--- src/design/rbs_pkg.sv ---
// Package for the record bubble sort block: field widths, defaults,
// and the command and status structs between controller and datapath.
// No dependencies.
package rbs_pkg;

    localparam int KEY_W = 16;
    localparam int TAG_W = 6;
    localparam int MAX_RECORDS_DEF = 64;
    localparam int KEY_BITS_DEF = 16;

    typedef struct packed {
        logic load;
        logic load_last;
        logic pass_rd;
        logic flush;
        logic emit_rd;
        logic emit_cap;
    } dp_cmd_t;

    typedef struct packed {
        logic nonempty;
        logic ptr_end;
        logic top_gt2;
        logic emit_last;
    } dp_status_t;

endpackage

--- src/design/rbs_if.sv ---
// Valid/ready channel interfaces for the record bubble sort block.
// Depends on rbs_pkg for the field widths.
interface rbs_in_if;
    import rbs_pkg::*;

    logic             valid;
    logic             ready;
    logic [KEY_W-1:0] sort_key;
    logic [TAG_W-1:0] record_tag;
    logic             last_record;

    modport source (output valid, output sort_key, output record_tag,
                    output last_record, input ready);
    modport sink (input valid, input sort_key, input record_tag,
                  input last_record, output ready);
endinterface

interface rbs_out_if;
    import rbs_pkg::*;

    logic             valid;
    logic             ready;
    logic [KEY_W-1:0] sorted_key;
    logic [TAG_W-1:0] sorted_tag;
    logic             final_output;

    modport source (output valid, output sorted_key, output sorted_tag,
                    output final_output, input ready);
    modport sink (input valid, input sorted_key, input sorted_tag,
                  input final_output, output ready);
endinterface

--- src/design/rbs_ram.sv ---
// Generic single-port-write, single-port-read RAM with registered read data.
// No dependencies.
module rbs_ram #(
    parameter int WIDTH = 8,
    parameter int DEPTH = 16
) (
    input  logic                     clk,
    input  logic                     we,
    input  logic [$clog2(DEPTH)-1:0] waddr,
    input  logic [WIDTH-1:0]         wdata,
    input  logic                     re,
    input  logic [$clog2(DEPTH)-1:0] raddr,
    output logic [WIDTH-1:0]         rdata
);
    logic [WIDTH-1:0] mem [DEPTH];
    logic [WIDTH-1:0] rdata_reg;

    always_ff @(posedge clk)
    begin
        if (we)
        begin
            mem[waddr] <= wdata;
        end
        if (re)
        begin
            rdata_reg <= mem[raddr];
        end
    end

    assign rdata = rdata_reg;
endmodule

--- src/design/rbs_ctrl.sv ---
// Controller state machine for the record bubble sort block.
// Depends on rbs_pkg for the command and status structs.
module rbs_ctrl (
    input  logic                clk,
    input  logic                rst_n,
    input  logic                in_valid,
    input  logic                in_last,
    output logic                in_ready,
    output logic                out_valid,
    input  logic                out_ready,
    input  rbs_pkg::dp_status_t status,
    output rbs_pkg::dp_cmd_t    cmd
);
    import rbs_pkg::*;

    typedef enum logic [5:0] {
        S_LOAD      = 6'b000001,
        S_PASS      = 6'b000010,
        S_FLUSH     = 6'b000100,
        S_EMIT_RD   = 6'b001000,
        S_EMIT_WAIT = 6'b010000,
        S_EMIT_OUT  = 6'b100000
    } state_t;

    state_t state_reg;
    state_t state_next;
    logic   in_fire;

    assign in_ready  = (state_reg == S_LOAD);
    assign out_valid = (state_reg == S_EMIT_OUT);
    assign in_fire   = in_valid && in_ready;

    always_comb
    begin
        cmd.load      = in_fire;
        cmd.load_last = in_fire && in_last;
        cmd.pass_rd   = (state_reg == S_PASS) && !status.ptr_end;
        cmd.flush     = (state_reg == S_FLUSH);
        cmd.emit_rd   = (state_reg == S_EMIT_RD);
        cmd.emit_cap  = (state_reg == S_EMIT_WAIT);
    end

    always_comb
    begin
        state_next = state_reg;
        case (state_reg)
            S_LOAD:
            begin
                if (in_fire && in_last)
                begin
                    state_next = status.nonempty ? S_PASS : S_EMIT_RD;
                end
            end
            S_PASS:
            begin
                if (status.ptr_end)
                begin
                    state_next = S_FLUSH;
                end
            end
            S_FLUSH:
            begin
                state_next = status.top_gt2 ? S_PASS : S_EMIT_RD;
            end
            S_EMIT_RD:
            begin
                state_next = S_EMIT_WAIT;
            end
            S_EMIT_WAIT:
            begin
                state_next = S_EMIT_OUT;
            end
            S_EMIT_OUT:
            begin
                if (out_ready)
                begin
                    state_next = status.emit_last ? S_LOAD : S_EMIT_RD;
                end
            end
            default:
            begin
                state_next = S_LOAD;
            end
        endcase
    end

    always_ff @(posedge clk or negedge rst_n)
    begin
        if (!rst_n)
        begin
            state_reg <= S_LOAD;
        end
        else
        begin
            state_reg <= state_next;
        end
    end
endmodule

--- src/design/rbs_datapath.sv ---
// Datapath for the record bubble sort block: record store, counters,
// the bubble carry register and the output register.
// Depends on rbs_pkg and rbs_ram.
module rbs_datapath #(
    parameter int MAX_RECORDS = rbs_pkg::MAX_RECORDS_DEF,
    parameter int KEY_BITS    = rbs_pkg::KEY_BITS_DEF
) (
    input  logic                        clk,
    input  logic                        rst_n,
    input  rbs_pkg::dp_cmd_t            cmd,
    output rbs_pkg::dp_status_t         status,
    input  logic [rbs_pkg::KEY_W-1:0]   in_key,
    input  logic [rbs_pkg::TAG_W-1:0]   in_tag,
    output logic [rbs_pkg::KEY_W-1:0]   out_key,
    output logic [rbs_pkg::TAG_W-1:0]   out_tag,
    output logic                        out_final
);
    import rbs_pkg::*;

    localparam int CntW  = $clog2(MAX_RECORDS + 1);
    localparam int IdxW  = $clog2(MAX_RECORDS);
    localparam int SkW   = (KEY_BITS < KEY_W) ? KEY_BITS : KEY_W;
    localparam int RamW  = SkW + TAG_W;

    logic [CntW-1:0] count_reg, count_next;
    logic [CntW-1:0] n_reg, n_next;
    logic [CntW-1:0] top_reg, top_next;
    logic [CntW-1:0] ptr_reg, ptr_next;
    logic            dv_reg;
    logic [IdxW-1:0] didx_reg;
    logic [RamW-1:0] carry_reg, carry_next;
    logic [SkW-1:0]  out_key_reg;
    logic [TAG_W-1:0] out_tag_reg;
    logic            out_final_reg;

    logic            stored;
    logic [CntW-1:0] n_load;
    logic [CntW-1:0] top_m1;
    logic [RamW-1:0] rdata;
    logic            we;
    logic [IdxW-1:0] waddr;
    logic [RamW-1:0] wdata;
    logic            re;
    logic            carry_gt;

    assign stored   = (count_reg < CntW'(MAX_RECORDS));
    assign n_load   = count_reg + CntW'(stored);
    assign top_m1   = top_reg - CntW'(1);
    assign carry_gt = (carry_reg[RamW-1:TAG_W] > rdata[RamW-1:TAG_W]);

    assign status.nonempty  = (count_reg != '0);
    assign status.ptr_end   = (ptr_reg == top_reg);
    assign status.top_gt2   = (top_reg > CntW'(2));
    assign status.emit_last = (ptr_reg == n_reg);

    always_comb
    begin
        we    = 1'b0;
        waddr = count_reg[IdxW-1:0];
        wdata = {in_key[SkW-1:0], in_tag};
        if (cmd.load && stored)
        begin
            we = 1'b1;
        end
        else if (dv_reg && (didx_reg != '0))
        begin
            we    = 1'b1;
            waddr = didx_reg - IdxW'(1);
            wdata = carry_gt ? rdata : carry_reg;
        end
        else if (cmd.flush)
        begin
            we    = 1'b1;
            waddr = top_m1[IdxW-1:0];
            wdata = carry_reg;
        end
    end

    assign re = cmd.pass_rd || cmd.emit_rd;

    rbs_ram #(
        .WIDTH (RamW),
        .DEPTH (MAX_RECORDS)
    ) u_store (
        .clk   (clk),
        .we    (we),
        .waddr (waddr),
        .wdata (wdata),
        .re    (re),
        .raddr (ptr_reg[IdxW-1:0]),
        .rdata (rdata)
    );

    always_comb
    begin
        count_next = count_reg;
        n_next     = n_reg;
        top_next   = top_reg;
        ptr_next   = ptr_reg;
        carry_next = carry_reg;
        if (cmd.load_last)
        begin
            count_next = '0;
            n_next     = n_load;
            top_next   = n_load;
            ptr_next   = '0;
        end
        else if (cmd.load && stored)
        begin
            count_next = count_reg + CntW'(1);
        end
        if (cmd.flush)
        begin
            top_next = top_m1;
            ptr_next = '0;
        end
        else if (re)
        begin
            ptr_next = ptr_reg + CntW'(1);
        end
        if (dv_reg && ((didx_reg == '0) || !carry_gt))
        begin
            carry_next = rdata;
        end
    end

    always_ff @(posedge clk or negedge rst_n)
    begin
        if (!rst_n)
        begin
            count_reg <= '0;
            n_reg     <= '0;
            top_reg   <= '0;
            ptr_reg   <= '0;
            dv_reg    <= 1'b0;
        end
        else
        begin
            count_reg <= count_next;
            n_reg     <= n_next;
            top_reg   <= top_next;
            ptr_reg   <= ptr_next;
            dv_reg    <= cmd.pass_rd;
        end
    end

    always_ff @(posedge clk)
    begin
        carry_reg <= carry_next;
        if (cmd.pass_rd)
        begin
            didx_reg <= ptr_reg[IdxW-1:0];
        end
        if (cmd.emit_cap)
        begin
            out_key_reg   <= rdata[RamW-1:TAG_W];
            out_tag_reg   <= rdata[TAG_W-1:0];
            out_final_reg <= (ptr_reg == n_reg);
        end
    end

    assign out_key   = KEY_W'(out_key_reg);
    assign out_tag   = out_tag_reg;
    assign out_final = out_final_reg;
endmodule

--- src/design/record_bubble_sort_by_key.sv ---
// Channel    | Direction | Payload
// rec_in     | sink      | sort_key, record_tag, last_record
// rec_out    | source    | sorted_key, sorted_tag, final_output
//
// Records load at one per cycle. After the last record, the sort makes n - 1
// passes over the record RAM; the pass over the first m records reads each of
// those entries once through the single read port.
// Each sorted record is then read from the RAM, registered and held until ready.
// Reset is asynchronous and clears only control state; no RAM clear pass.
// Depends on rbs_pkg, rbs_if, rbs_ram, rbs_ctrl and rbs_datapath.
module record_bubble_sort_by_key #(
    parameter int MAX_RECORDS = rbs_pkg::MAX_RECORDS_DEF,
    parameter int KEY_BITS    = rbs_pkg::KEY_BITS_DEF
) (
    input  logic       clk,
    input  logic       rst_n,
    rbs_in_if.sink     rec_in,
    rbs_out_if.source  rec_out
);
    import rbs_pkg::*;

    dp_cmd_t    cmd;
    dp_status_t status;

    rbs_ctrl u_ctrl (
        .clk       (clk),
        .rst_n     (rst_n),
        .in_valid  (rec_in.valid),
        .in_last   (rec_in.last_record),
        .in_ready  (rec_in.ready),
        .out_valid (rec_out.valid),
        .out_ready (rec_out.ready),
        .status    (status),
        .cmd       (cmd)
    );

    rbs_datapath #(
        .MAX_RECORDS (MAX_RECORDS),
        .KEY_BITS    (KEY_BITS)
    ) u_datapath (
        .clk       (clk),
        .rst_n     (rst_n),
        .cmd       (cmd),
        .status    (status),
        .in_key    (rec_in.sort_key),
        .in_tag    (rec_in.record_tag),
        .out_key   (rec_out.sorted_key),
        .out_tag   (rec_out.sorted_tag),
        .out_final (rec_out.final_output)
    );
endmodule
--- src/flat_wrapper.sv ---
// flat-port wrapper written by rule: the top's interface ports become plain ports
module record_bubble_sort_by_key_flat import rbs_pkg::*;
#(
    parameter int MAX_RECORDS = rbs_pkg::MAX_RECORDS_DEF,
    parameter int KEY_BITS    = rbs_pkg::KEY_BITS_DEF
)
  (clk, rst_n, rec_in_valid, rec_in_sort_key, rec_in_record_tag, rec_in_last_record, rec_in_ready, rec_out_valid, rec_out_sorted_key, rec_out_sorted_tag, rec_out_final_output, rec_out_ready);
  rbs_in_if rec_in_i ();
  rbs_out_if rec_out_i ();
  input  logic clk;
  input  logic rst_n;
  input wire logic [$bits(rec_in_i.valid)-1:0] rec_in_valid;
  input wire logic [$bits(rec_in_i.sort_key)-1:0] rec_in_sort_key;
  input wire logic [$bits(rec_in_i.record_tag)-1:0] rec_in_record_tag;
  input wire logic [$bits(rec_in_i.last_record)-1:0] rec_in_last_record;
  output wire logic [$bits(rec_in_i.ready)-1:0] rec_in_ready;
  output wire logic [$bits(rec_out_i.valid)-1:0] rec_out_valid;
  output wire logic [$bits(rec_out_i.sorted_key)-1:0] rec_out_sorted_key;
  output wire logic [$bits(rec_out_i.sorted_tag)-1:0] rec_out_sorted_tag;
  output wire logic [$bits(rec_out_i.final_output)-1:0] rec_out_final_output;
  input wire logic [$bits(rec_out_i.ready)-1:0] rec_out_ready;
  assign rec_in_i.valid = rec_in_valid;
  assign rec_in_i.sort_key = rec_in_sort_key;
  assign rec_in_i.record_tag = rec_in_record_tag;
  assign rec_in_i.last_record = rec_in_last_record;
  assign rec_in_ready = rec_in_i.ready;
  assign rec_out_valid = rec_out_i.valid;
  assign rec_out_sorted_key = rec_out_i.sorted_key;
  assign rec_out_sorted_tag = rec_out_i.sorted_tag;
  assign rec_out_final_output = rec_out_i.final_output;
  assign rec_out_i.ready = rec_out_ready;
  record_bubble_sort_by_key #(.MAX_RECORDS(MAX_RECORDS), .KEY_BITS(KEY_BITS)) u_core (.clk(clk), .rst_n(rst_n), .rec_in(rec_in_i), .rec_out(rec_out_i));
endmodule
--- config.mk ---
export PLATFORM = sky130hd
export DESIGN_NAME = record_bubble_sort_by_key_flat
export DESIGN_NICKNAME = d
export VERILOG_FILES = /design/src/design/rbs_pkg.sv /design/src/design/rbs_if.sv /design/src/design/rbs_ram.sv /design/src/design/rbs_ctrl.sv /design/src/design/rbs_datapath.sv /design/src/design/record_bubble_sort_by_key.sv /design/src/flat_wrapper.sv
export SDC_FILE = /design/constraint.sdc
export NUM_CORES = 2
export LEC_CHECK = 0
export ABC_AREA = 1
export BUFFER_PORTS_ARGS = -buffer_cell sky130_fd_sc_hd__buf_2
export CAP_MARGIN = 15
export CORE_ASPECT_RATIO = 1.5
export CORE_MARGIN = 2
export CORE_UTILIZATION = 65
export DETAILED_ROUTE_END_ITERATION = 10
export GPL_ROUTABILITY_DRIVEN = 0
export GPL_TIMING_DRIVEN = 1
export HOLD_SLACK_MARGIN = 0.12
export PLACE_DENSITY_LB_ADDON = 0.1
export SYNTH_ARGS = -nofsm -noshare
export SYNTH_HDL_FRONTEND = slang
export SYNTH_SLANG_ARGS = --single-unit
export TNS_END_PERCENT = 1
--- constraint.sdc ---
create_clock -name clk -period 8.4 [get_ports clk]
set_clock_uncertainty 0.05 [all_clocks]
set_input_delay 0.42 -clock clk [delete_from_list [all_inputs] [get_ports clk]]
set_output_delay 0.42 -clock clk [all_outputs]
set_load 0.01 [all_outputs]
Yosys cells after proc, flatten, opt, wreduce, memory -nomap -nowiden
Memories as Yosys holds them, arrays and structs flattened. A register that Yosys moved wholly into a read port is not among the register bits.
Index checks and enable logic that the tools add are counted.
{"block": "totals", "word_cells": 74, "memories": 1, "ff_bits": 86, "ram_bits": 1408}
{"block": "classes", "n_eq_ne": 11, "addsub": 5, "reduce_logical": 17, "order_cmp": 3, "muxes": 26}
{"memory": "u_core.u_datapath.u_store.mem", "depth": 64, "word_bits": 22, "rd": 1, "rd_ports_with_merged_regs": 1, "write_ports": 1, "line_no": "rbs_ram.sv:15", "rtl": "logic [WIDTH-1:0] mem [DEPTH];"}
{"cell": "22-bit 2-to-1 mux", "count": 4}
{"cell": "7-bit 2-to-1 mux", "count": 7}
{"cell": "6-bit 2-to-1 mux", "count": 6}
{"cell": "6-bit one-hot mux with 6 select lines", "count": 1}
{"cell": "16-bit > comparator", "count": 1}
{"cell": "7-bit by 1-bit adder with 7-bit output, second input constant", "count": 2}
{"cell": "7-bit equality test", "count": 2}
{"cell": "4-bit 2-to-1 mux", "count": 3}
{"cell": "7-bit by 1-bit adder with 7-bit output", "count": 1}
{"cell": "7-bit by 2-bit > comparator with 1-bit output, second input constant", "count": 1}
{"cell": "7-bit less-than comparator, second input constant", "count": 1}
{"cell": "7-bit nonzero test", "count": 1}
{"cell": "7-bit by 1-bit subtractor with 7-bit output, second input constant", "count": 1}
{"cell": "6-bit by 1-bit equality test with 1-bit output, second input constant", "count": 1}
{"cell": "6-bit by 2-bit equality test with 1-bit output, second input constant", "count": 1}
{"cell": "6-bit by 3-bit equality test with 1-bit output, second input constant", "count": 1}
{"cell": "6-bit by 4-bit equality test with 1-bit output, second input constant", "count": 1}
{"cell": "6-bit by 5-bit equality test with 1-bit output, second input constant", "count": 1}
{"cell": "6-bit equality test, second input constant", "count": 1}
{"cell": "1-bit logical AND", "count": 6}
{"cell": "6-bit logical NOT", "count": 1}
{"cell": "6-bit nonzero test", "count": 1}
{"cell": "6-bit by 1-bit subtractor with 6-bit output, second input constant", "count": 1}
{"cell": "1-bit 2-to-1 mux", "count": 5}
{"cell": "7 further kinds", "count": 11}

Depth between registers and ports, before layout
{"block": "logic_depth", "ltp_word": 6, "depth_mapped": 16, "depth_no_buf": 15}

Cells and area by module
A second synthesis with hierarchy kept.
{"block": "hier_totals", "hier_cells": 5470, "area_unflattened_um2": 63148.1}
{"module": "rbs_ram", "seq_area_each_um2": 42941.2, "cells_each": 4800, "area_per_inst_um2": 57433.8, "instances": 1}
{"module": "rbs_datapath", "seq_area_each_um2": 2257.2, "cells_each": 598, "area_per_inst_um2": 5207.5, "instances": 1}
{"module": "rbs_ctrl", "seq_area_each_um2": 151.4, "cells_each": 72, "area_per_inst_um2": 506.7, "instances": 1}

Worst setup path after synthesis
No wires, ideal clock.
{"block": "synth_path", "kind": "register -> register", "start": "reg u_core.u_datapath.carry_reg[21]", "end": "mem u_core.u_datapath.u_store.mem[0][10] (netlist bit), data pin", "period_less_slack_ns": 3.979, "stages_incl_launch_ff": 11, "slack_ns": 4.421, "arrival_ns": 3.380, "setup_ns": 0.549, "cell_sequence": "edfxtp_1 ha_1 nand2_1 nor3_1 nand2_1 nand2_1 nand2_1 clkbuf_1 nand2_1 nand3_1 a21oi_1"}
{"block": "synth_between", "elab_chain_len": 4}
{"item": "from (decl)", "line_no": "rbs_datapath.sv:31", "rtl": "logic [RamW-1:0] carry_reg, carry_next;"}
{"item": "from (signal assigned)", "line_no": "rbs_datapath.sv:149", "rtl": "carry_reg <= carry_next;"}
{"item": "16-bit > comparator", "line_no": "rbs_datapath.sv:49", "rtl": "assign carry_gt = (carry_reg[RamW-1:TAG_W] > rdata[RamW-1:TAG_W]);"}
{"item": "22-bit 2-to-1 mux", "line_no": "rbs_datapath.sv:69", "rtl": "wdata = carry_gt ? rdata : carry_reg;"}
{"item": "22-bit 2-to-1 mux", "line_no": "rbs_datapath.sv:65", "rtl": "else if (dv_reg && (didx_reg != '0))"}
{"item": "22-bit 2-to-1 mux", "line_no": "rbs_datapath.sv:61", "rtl": "if (cmd.load && stored)"}
{"item": "via u_core.u_datapath.u_store.wdata[10]", "line_no": "rbs_ram.sv:10", "rtl": "input logic [WIDTH-1:0] wdata,"}
{"item": "to (decl)", "line_no": "rbs_ram.sv:15"}
The timed path passes the listed nets, and every way through them passes these cells.

Worst setup path in the final report
{"block": "layout_path", "start": "reg u_core.u_datapath.carry_reg[19]", "end": "mem u_core.u_datapath.u_store.mem[30][2] (netlist bit), data pin"}
The elaborated chain is that of the path after synthesis.

==> impl_results.md <==
- Setup TNS: 0 ns
- Register area share after synthesis: 73.4%
- Clk pwr share: a little under a quarter
- Core area: ~94,000 um2
- Die height: roughly 380 um
- H-tree lvl count: 4
- Avg Vias per Cell: 6.40
- Crit path max fanout: 36
- Initial antenna violation count: 2
- Max_slew headroom: between 10% and 20%
- Critical Path AT: roughly 5.6 ns
- First-pass GRT wire length: between 200,000 and 250,000 um
- Clk Latency, worst-skew pair: 0.77 ns
- Yosys Warn Count: 0
- DRC Markers: 0
- Synth top area cells: edfxtp_1 (72%), o21ai_0 (6.3%), nand2_1 (5.2%)
- Initial Util: approximately 66%
- Number of flops mapped to enable cells by yosys: 1,481
- Layout area overhead: 10.3%
- Hold Fails Final Rpt: 0
- Logic pwr share: between 30% and 40%
- Worst Tran Pin Value: 1.24 ns
- Hold Worst Slack: between 0.2 and 0.25 ns
- Final HPWL DP: 93,000 um
- Max Cap Violations: 0
- Final WL: around 170,000 um
- P per Cell Area: between 300 and 400 nW/um2
- Fmax: between 150 and 200 MHz
- Post-CTS setup repair buffer count: 0
- Worst Path Class, Setup: reg2reg
- Ys flop type: edfxtp_1
- Routed Antenna Nets: 0
- Power, Total: between 20,000 and 30,000 uW
- Post-cts resize count: 0
- Post-Syn Area: a little over 60,000 um2
- Clock Path Buffers: 3
- CTS tree: yes
- RSZ-0062 raised after global routing: false
- Crit path capture type: register
- Sequential Power Share: between 40% and 50%
- Net Sw Frac: between 30% and 40%
- Biggest area consumer among synthesized cells: edfxtp_1
- Max VDD drop: 309 uV
- Die X: roughly 260 um
- Max Transition Viols Final: 0
- Via count: about 42k
- Post-DP Area: about 64,000 um2
- Drt wl/cell: between 20 and 30 um
- Buffers on Ports: a little over 50
- Largest net degree at the start of global routing: around 210
- Tightest Hold Check Type: in2reg
- Setup-failing EPs final: 0
- Req. time, crit path: about 8.8 ns
- Switch Pwr: just under 10,000 uW
- TritonRoute pass-1 iters: 8
- Num rows: about 140
- Syn nets: between 5k and 6k
- Final Cycle Share: between 60% and 70%
- Share of layout cells above drive strength 1: under 10%
- Cells after synthesis: between 5k and 6k
- Synth top area share: 72.0%
- CTS root buffer: clkbuf_16
- CP Launch Type: register
- Pint: approximately 15,000 uW
- Crit path time final: 5.12 ns
- Fin area: around 70,000 um2
- Outcome: complete, no violations
- Post-synthesis average cell area: roughly 12 um2
- Asr flop ratio synth: around 2.3%
- Clock slew at reported path FFs: around 0.060 ns
- Nets: a little over 5k
- Max FFs per register: about 1.4k
- Leak: about 0.023 uW
- Yosys cell types: 44
- Overall Global Routing Usage: roughly a third
- Seq cells post-synth: 1,516
- Clock Sinks: around 1.5k
- Vias in the first global route: about 39k
- Initial drt markers: about 5.3k
- CTS Buf Count: between 100 and 150
- Grt total ovfl: 0
- I/O pin count: between 50 and 60
- Die area: approximately 98,000 um2
[worst paths after layout]
path,cells after the start,end,start,slack [ns]
max reg2reg,10,u_core.u_datapath.u_store.mem[30][2]$_DFFE_PP_,u_core.u_datapath.carry_reg[19]$_DFFE_PP_,3.28
max,10,u_core.u_datapath.u_store.mem[30][2]$_DFFE_PP_,u_core.u_datapath.carry_reg[19]$_DFFE_PP_,3.28
max in group asynchronous,2,u_core.u_datapath.ptr_reg[2]$_DFFE_PN0P_,rst_n,7.36
min reg2reg,0,u_core.u_datapath.carry_reg[20]$_DFFE_PP_,u_core.u_datapath.u_store.rdata[20]$_DFFE_PN_,0.42
min,3,u_core.u_datapath.u_store.mem[35][8]$_DFFE_PP_,rec_in_sort_key[2],0.25
min in group asynchronous,2,u_core.u_datapath.ptr_reg[3]$_DFFE_PN0P_,rst_n,0.30
[layer usage]
| metal | vias up | global-route usage (%) | part of all wire (%) |
|---|---|---|---|
| met3 | 441 | 6.10 | 9.9 |
| met2 | 2529 | 54.4 | 48 |
| met5 | - | 0 | 0.011 |
| met1 | 20150 | 44.1 | 35 |
| met4 | 2 | 22.3 | 7.2 |
| li1 | 18407 | - | - |
[stage by stage]
step	utilization [%]	setup slack (ns)	instances
after floorplan	-	4.42	5140
after detailed placement	67.5	3.44	6223
after CTS	72.0	3.43	6468
after global placement	67.4	3.50	6219
after global routing	72.3	3.18	6485
final	72.3	3.28	6486
[cells in the mapped netlist (3+ instances only)]
library cell / number
o21ai_0: 780
xnor2_1: 5
buf_4: 5
dfrtp_1: 34
nor2_2: 3
ha_1: 25
o22ai_1: 352
buf_6: 3
buf_1: 28
clkbuf_1: 241
nand3_1: 202
nor2_1: 834
nand4_1: 9
xor2_1: 14
nor3_1: 6
a21oi_1: 38
edfxtp_1: 1481
buf_2: 53
o211ai_1: 3
nand3_4: 4
inv_1: 120
inv_2: 5
nand3_2: 5
nand2_1: 864
[power groups by stage]
stage,Sequential (uW),Combinational [uW],Clock [uW]
after floorplan,10300,4960,0
after global placement,10400,8310,0
after detailed placement,10400,8470,0
after CTS,10200,8510,6050
after global routing,10300,9260,6330
final,10300,8740,6010
[layout make-up]
cell class,count,area (um2)
Sequential cell,1516,45400
Fill cell,6378,26100
Multi-Input combinational cell,3164,15000
Clock buffer,175,3720
Tap cell,1260,1580
Timing Repair Buffer,172,1420
Clock inverter,68,549
Inverter,129,515
Antenna cell,2,5.00
[cell families after synthesis]
logic type	after synthesis	share of synthesized area (%)
simple gates	1938	12.5
fa+ha+maj	25	0.506
flops	1516	73.4
buf+inv	460	2.98
xor+xnor	19	0.269
compound gates	1182	10.4
[what timing repair did]
| item | in CTS | in global routing |
|---|---|---|
| endpoints found under the setup margin | 0 | 0 |
| hold buffers | 2 | 0 |
| hold endpoints to repair | 36 | 0 |
[worst max-delay path, cell delays in order, from the launching register on]
cell and delay (ns):
edfxtp_1 0.43, ha_1 0.33, nand2_1 0.11, nor3_1 0.34, nand2_1 0.09, nand2_1 0.70
nand2_1 0.83, nand2_1 0.24, nand3_1 0.14, a21oi_4 1.00, buf_4 0.55
[cell usage in the layout, fill, tap and decap left out, drive strengths merged, types with 3 or more instances in the layout]
cell type  netlist  final
a21oi           38     38
buf             89    170
bufinv           0      7
clkbuf         242    175
clkinv           2     55
clkinvlp         0      3
dfrtp           34     34
edfxtp        1481   1481
ha              25     25
inv            127    132
nand2          866    866
nand3          211    211
nand3b           3      3
nand4           10     10
nor2           838    838
nor3             6      6
o211ai           3      3
o21ai          784    784
o22ai          352    352
xnor2            5      5
xor2            14     14
(Power assumes the default switching activity.)
